--- config.mk ---
export PLATFORM = sky130hd
export DESIGN_NAME = ppt_div
export DESIGN_NICKNAME = d
export VERILOG_FILES = /design/src/rtl/ppt_pkg.sv /design/src/rtl/ppt_div.sv
export SDC_FILE = /design/constraint.sdc
export NUM_CORES = 1
export LEC_CHECK = 0
export BUFFER_PORTS_ARGS = -buffer_cell sky130_fd_sc_hd__buf_2
export CORE_ASPECT_RATIO = 1.2
export CORE_MARGIN = 2
export CORE_UTILIZATION = 55
export CTS_BUF_LIST = sky130_fd_sc_hd__clkbuf_4 sky130_fd_sc_hd__clkbuf_8
export DETAILED_ROUTE_END_ITERATION = 12
export PLACE_DENSITY = 0.82
export SETUP_SLACK_MARGIN = 0.2
export SLEW_MARGIN = 20
export SYNTH_ARGS = -nofsm -noshare
export SYNTH_HDL_FRONTEND = slang
export SYNTH_SLANG_ARGS = --single-unit
--- constraint.sdc ---
create_clock -name clk_i -period 14.41 [get_ports clk_i]
set_input_delay 0.7205 -clock clk_i [delete_from_list [all_inputs] [get_ports clk_i]]
set_output_delay 0.7205 -clock clk_i [all_outputs]
set_load 0.005 [all_outputs]
--- src/rtl/ppt_pkg.sv ---
// Shared constants, types and tables of the pure pursuit path tracker.
package ppt_pkg;

  localparam int PATH_DEPTH   = 1024;
  localparam int CORDIC_STEPS = 16;
  localparam int ADDR_W       = $clog2(PATH_DEPTH);
  localparam int CNT_W        = $clog2(PATH_DEPTH + 1);
  localparam int STEP_W       = $clog2(CORDIC_STEPS + 1);

  // One store entry: x, y and speed side by side.
  localparam int ENTRY_W = 80;

  // Wheel division: numerator, divisor and quotient widths.
  localparam int NUM_W  = 80;
  localparam int DEN_W  = 64;
  localparam int QUO_W  = 16;
  localparam int QCNT_W = $clog2(QUO_W + 1);

  localparam logic signed [33:0] GAIN_INV = 34'sd652032874;

  localparam logic       OP_LOAD = 1'b0;
  localparam logic       OP_POSE = 1'b1;

  localparam logic [1:0] STAT_OK    = 2'd0;
  localparam logic [1:0] STAT_FULL  = 2'd1;
  localparam logic [1:0] STAT_EMPTY = 2'd2;

  localparam logic [1:0] CFG_LOOKAHEAD = 2'd0;
  localparam logic [1:0] CFG_TOLERANCE = 2'd1;
  localparam logic [1:0] CFG_SPEED_LIM = 2'd2;
  localparam logic [1:0] CFG_TRACK     = 2'd3;

  typedef enum logic [4:0] {
    ST_IDLE, ST_EXT_SQ, ST_EXT_CMP, ST_CORDIC, ST_PROJ, ST_SCAN_G, ST_SCAN_R,
    ST_SCAN_END, ST_FETCH_G, ST_FETCH_R, ST_SPEED, ST_SIDE, ST_SQUARE, ST_KMUL,
    ST_NUMER, ST_MUL_VM, ST_MUL_SD, ST_SCALE, ST_MUL_L, ST_DIVL_GO, ST_DIVL,
    ST_MUL_R, ST_DIVR_GO, ST_DIVR, ST_ARRIVE, ST_DONE
  } state_e;

  typedef struct packed {
    logic              we;
    logic [ADDR_W-1:0] waddr;
    logic              re;
    logic [ADDR_W-1:0] raddr;
  } mem_ctl_t;

  typedef struct packed {
    logic busy;
    logic done;
  } div_stat_t;

  // Arc tangent of 2^-i as a binary angle, 2^32 per turn.
  function automatic logic [31:0] atan_q30(input logic [4:0] i);
    logic [31:0] r;
    unique case (i)
      5'd0:  r = 32'h20000000;
      5'd1:  r = 32'h12E4051E;
      5'd2:  r = 32'h09FB385B;
      5'd3:  r = 32'h051111D4;
      5'd4:  r = 32'h028B0D43;
      5'd5:  r = 32'h0145D7E1;
      5'd6:  r = 32'h00A2F61E;
      5'd7:  r = 32'h00517C55;
      5'd8:  r = 32'h0028BE53;
      5'd9:  r = 32'h00145F2F;
      5'd10: r = 32'h000A2F98;
      5'd11: r = 32'h000517CC;
      5'd12: r = 32'h00028BE6;
      5'd13: r = 32'h000145F3;
      5'd14: r = 32'h0000A2FA;
      5'd15: r = 32'h0000517D;
      5'd16: r = 32'h000028BE;
      5'd17: r = 32'h0000145F;
      5'd18: r = 32'h00000A30;
      5'd19: r = 32'h00000518;
      5'd20: r = 32'h0000028C;
      5'd21: r = 32'h00000146;
      5'd22: r = 32'h000000A3;
      5'd23: r = 32'h00000051;
      5'd24: r = 32'h00000029;
      5'd25: r = 32'h00000014;
      5'd26: r = 32'h0000000A;
      5'd27: r = 32'h00000005;
      5'd28: r = 32'h00000003;
      5'd29: r = 32'h00000001;
      5'd30: r = 32'h00000001;
      5'd31: r = 32'h00000000;
    endcase
    return r;
  endfunction

endpackage

--- src/rtl/ppt_div.sv ---
// Restoring divider, one quotient bit per cycle, for quotients below 2^16.
module ppt_div (
  input  logic                      clk_i,
  input  logic                      rst_ni,
  input  logic                      start_i,
  input  logic [ppt_pkg::NUM_W-1:0] num_i,
  input  logic [ppt_pkg::DEN_W-1:0] den_i,
  output logic [ppt_pkg::QUO_W-1:0] quo_o,
  output ppt_pkg::div_stat_t        stat_o
);

  logic [ppt_pkg::QCNT_W-1:0] cnt_q, cnt_d;
  logic                       done_q, done_d;
  logic [ppt_pkg::NUM_W-1:0]  rem_q, dsh_q;
  logic [ppt_pkg::QUO_W-1:0]  quo_q;
  logic                       fits;

  assign fits = rem_q >= dsh_q;

  always_comb begin
    cnt_d  = cnt_q;
    done_d = 1'b0;
    if (start_i) begin
      cnt_d = ppt_pkg::QCNT_W'(ppt_pkg::QUO_W);
    end else if (cnt_q != '0) begin
      cnt_d  = cnt_q - ppt_pkg::QCNT_W'(1);
      done_d = (cnt_q == ppt_pkg::QCNT_W'(1));
    end
  end

  always_ff @(posedge clk_i or negedge rst_ni) begin
    if (!rst_ni) begin
      cnt_q  <= '0;
      done_q <= 1'b0;
    end else begin
      cnt_q  <= cnt_d;
      done_q <= done_d;
    end
  end

  // The divisor starts shifted up by the top quotient bit and walks down.
  always_ff @(posedge clk_i) begin
    if (start_i) begin
      rem_q <= num_i;
      dsh_q <= ppt_pkg::NUM_W'({den_i, {ppt_pkg::QUO_W{1'b0}}} >> 1);
      quo_q <= '0;
    end else if (cnt_q != '0) begin
      if (fits) begin
        rem_q <= rem_q - dsh_q;
      end
      quo_q <= {quo_q[ppt_pkg::QUO_W-2:0], fits};
      dsh_q <= dsh_q >> 1;
    end
  end

  assign quo_o       = quo_q;
  assign stat_o.busy = cnt_q != '0;
  assign stat_o.done = done_q;

endmodule

# Yosys cells after proc, flatten, opt, wreduce, memory -nomap -nowiden
# Cells that the tools add are included.
# op_classes
addsub,2
order_cmp,1
n_eq_ne,1
mux,9
reduce_logical,4
# ops
operator,n
2-to-1 mux 80 bit,3
2-to-1 mux 79 bit,2
>= comparator 80 x 79 -> 1 bit,1
subtractor 80 x 79 -> 80 bit,1
2-to-1 mux 5 bit,2
"equality test 5 x 1 -> 1 bit, second input constant",1
nonzero test 5 bit,1
"subtractor 5 x 1 -> 5 bit, second input constant",1
nonzero test 2 bit,2
2-to-1 mux 1 bit,2
AND reduction 2 bit,1
# word_totals
ff_bits,181
input_bits,147
output_inout_bits,18
word_cells,23

# Logic depth before layout (Yosys ltp)
# logic_depth
word_depth,4
ltp_mapped,14
ltp_nobuf,14

# Worst setup path before layout
# Ideal clock, no wire load.
# synth_path
path_type,register to register
startpoint,register rem_q[18] (netlist bit)
endpoint,register rem_q[0] (netlist bit) (enable)
setup_time_ns,0.553
arrival_time_ns,6.228
required_ns,13.857
setup_slack_ns,7.629
path_stages_with_launch,13
n_path_buf,1
synth_period_minus_slack_ns,6.781
path_cell_list,edfxtp_1 -> ha_1 -> buf_2 -> and4_2 -> nand3_1 -> nand3b_1 -> o211ai_1 -> o211a_1 -> o211ai_1 -> a21oi_1 -> or3_1 -> a21boi_1 -> o221ai_1
# synth_between
elab_chain_cells,3
# synth_rtl
element,line_no,rtl
start: declaration,ppt_div.sv:14,"logic [ppt_pkg::NUM_W-1:0] rem_q, dsh_q;"
start signal: assignment,ppt_div.sv:44,rem_q <= num_i;
start signal: assignment,ppt_div.sv:49,rem_q <= rem_q - dsh_q;
>= comparator 80 x 79 -> 1 bit,ppt_div.sv:18,assign fits = rem_q >= dsh_q;
nonzero test 2 bit (no line),n/a,
AND reduction 2 bit (no line),n/a,
# Every way passes these cells.
# A chain may end at the register's enable or synchronous reset.

# Final worst setup path
# layout_path
startpoint,register rem_q[0] (netlist bit)
endpoint,register rem_q[13] (netlist bit) (enable)
# The elaborated chain is that of the path after synthesis.

==> results.md <==
- Status: finished clean
- Hold buffer count at CTS: 0
- Drt first pass iters: 7
- Critical path arrival: 4.75 ns
- CTS clk-pin slew, worst paths: 0.10 ns
- Main synth FF type: edfxtp_1
- Critical-path top delay cell: or3_1
- Max IR drop VDD: 0.0001105 V
- Vias: 11193
- P&R area growth vs syn: 9.959%
- GR Layer Usage met1: 32.51%
- Cell taking the most area after synthesis: edfxtp_1
- CTS tree: done
- Post-synthesis sequential area ratio: 39.72%
- Routed wire length: 32430 µm
- H-tree depth: 4
- Power Dens Cells: 245.5 nW/µm²
- Syn nets: 1704
- Die Y: 171.3 µm
- Unique cell type count in the Yosys netlist: 87
- Max Fclk: 0.2171 GHz
- Most instantiated library cell after synthesis: nand2_1
- Final Hold Fails: 0
- Placed instance area: 13680 µm²
- CTS Buf Count: 17
- Fin area: 14100 µm²
- Post-CTS setup buffer count: 0
- Post-synthesis async set-or-reset flop share: 3.315%
- Final Cycle Share: 31.97%
- Met2 usage: 44.95%
- Placeable Area: 23050 µm²
- First-pass GRT wire length: 51390 µm
- Setup crit end kind: flop
- Setup TNS: 0 ns
- Vias per cell: 5.879
- Core Util, Final: 61.19%
- Fin crit period: 4.607 ns
- Leakage power: 6.052 nW
- Seq cells post-synth: 181
- GR peak layer: met2
- Largest net degree at the start of global routing: 118
- Register-to-Register Path Depth: 16
- Max incr delay on CP: 0.43 ns
- Antenna viol nets, final: 0
- Fin nets: 1805
- Post-synth top cells: nand2_1, edfxtp_1, a21oi_1
- Post-Route Skew: 0.01715 ns
- Initial cell density of the core: 55.65%
- Post-Place Setup Slack: 9.585 ns
- Clock Tree Buf Depth: 2
- Share of cells above drive strength 1: 15.17%
- Total grt overflow: 0
- Max-cap violations: 0
- Power Total: 3.462 mW
- RSZ-0062 raised after global routing: no
- Initial antenna violation count: 0
- Site Rows: 61
- I/O Pins: 165
- Setup Crit Path Kind: flop to flop
- Hold Crit Class: input port to async pin
- Global Route met3 Usage: 4.482%
- EDFF count, synth: 144
- CTS resizes: 0
- DPL Wire Length: 23510 µm
- CP max FO: 50
- Synthesized cell area: 12830 µm²
- DR WL/cell: 17.03 µm
- Worst Max-Slew Pin Slew: 1.036 ns
- CP Cell Sequence: inv_1, ha_1, inv_1, fa_1, a21o_1, a221o_1, nand3b_1, o211ai_1, o211a_1, o211ai_1, a21oi_1, or3_1, a21boi_1, o221ai_4, buf_16, buf_4
- Sink Count: 181
- Req. time, crit path: 14.56 ns
- Post-synth top area share: 33.71%
- DRT iter0 DRCs: 846
- Mean Syn Cell Area: 8.696 µm²
- Placed Instances: 1871
- Pins over their slew limit: 0
- GPL Wtd Cong: 0.9552
- Die width: 143.4 µm
- Hold_ws: 0.04710 ns
- Count of buffers from port buffering: 164
- Antenna Cells: 0
- Worst-Skew Late Latency: 0.49 ns
- Cell count after synthesis: 1475
- Setup-failing EPs final: 0
- Non-filler cells, final: 1904
- Vias in the first global route: 10751
- Clock root cell: clkbuf_8
- Tot GR Track Use: 26.10%
- Synth top area cells: edfxtp_1, ha_1, nand2_1
- Die ar.: 24560 µm²
- DRC errors left: 0
- Final setup margin: 9.803 ns
- Yosys warns: 0
- Critical path launch point type: flop
- Worst slew margin: 30.91%
## state kept, by name, summed over array words and instances, names as in the netlist
signal,cells
cnt_q,5
quo_o,16
done_q,1
dsh_q,79
rem_q,80
## path summary, 6_finish.rpt
path | startpoint | end | slack, ns
min in group clk_i | quo_o[15] | quo_o[15] | 0.46
max reg2reg | rem_q[0] | rem_q[13] | 9.80
max | rem_q[0] | rem_q[13] | 9.80
max in group asynchronous | rst_ni | cnt_q[2] | 14.20
min | rst_ni | cnt_q[1] | 0.05
min reg2reg | quo_o[15] | quo_o[15] | 0.46
## area by class of cell
type                       instances  area [µm²]
fill                            2048        8945
timing repair buffer             171       902.1
inverter                         106       397.9
clock inverter                    13       146.4
tap                              315       394.1
multi-input combinational       1099        6914
sequential                       181        5095
clock buffer                      19       255.2
## power by group
group	switching [mW]	internal, mW
clock	0.201	0.163
combinational	1.34	0.858
sequential	0.0673	0.835
## layout by cell type (no fill, tap or decap), types with 8 or more instances in the layout
master / instances
a21o_1: 65
a21oi_1: 130
a31oi_1: 8
and3_1: 8
buf_2: 163
clkbuf_8: 19
dfxtp_1: 31
edfxtp_1: 144
ha_1: 81
inv_1: 104
nand2_1: 269
nand2b_1: 9
nand3_1: 24
nand4_1: 30
nor2_1: 60
nor3_1: 17
nor4_1: 11
o211ai_1: 9
o21ai_0: 108
o21bai_1: 17
o31ai_1: 66
xnor2_1: 37
xor2_1: 28
## critical path, delay by kind of cell, from the launching register on
kind / cells / cell delay (ns)
AO/OA/AOI/OAI: 8 / 1.99
adder cells (fa/ha/maj): 2 / 0.55
buffers and inverters: 4 / 0.75
flip-flops: 1 / 0.38
AND/OR/NAND/NOR: 2 / 0.54
## metal layers
metal / vias up / wire, µm / share of wire (%)
met1: 5195 / 13570 / 42
met3: 75 / 2092 / 6.5
met5: - / 0 / 0
li1: 5514 / - / -
met2: 409 / 15910 / 49
met4: 0 / 860 / 2.7
## kinds of logic (layout without fill, tap and decap cells)
| kind of cell | after synthesis | count (layout) | synth area share, % |
|---|---|---|---|
| xor gates and xnor gates | 65 | 65 | 4.438 |
| adders and majority gates | 82 | 82 | 8.057 |
| buffers and inverters | 195 | 309 | 6.594 |
| muxes | 8 | 8 | 0.6730 |
| AOI/OAI and AO/OA | 470 | 470 | 23.80 |
| and+or+nand+nor | 474 | 474 | 16.72 |
| DFF | 181 | 181 | 39.72 |
No activity file was read; power rests on OpenSTA's default activity.
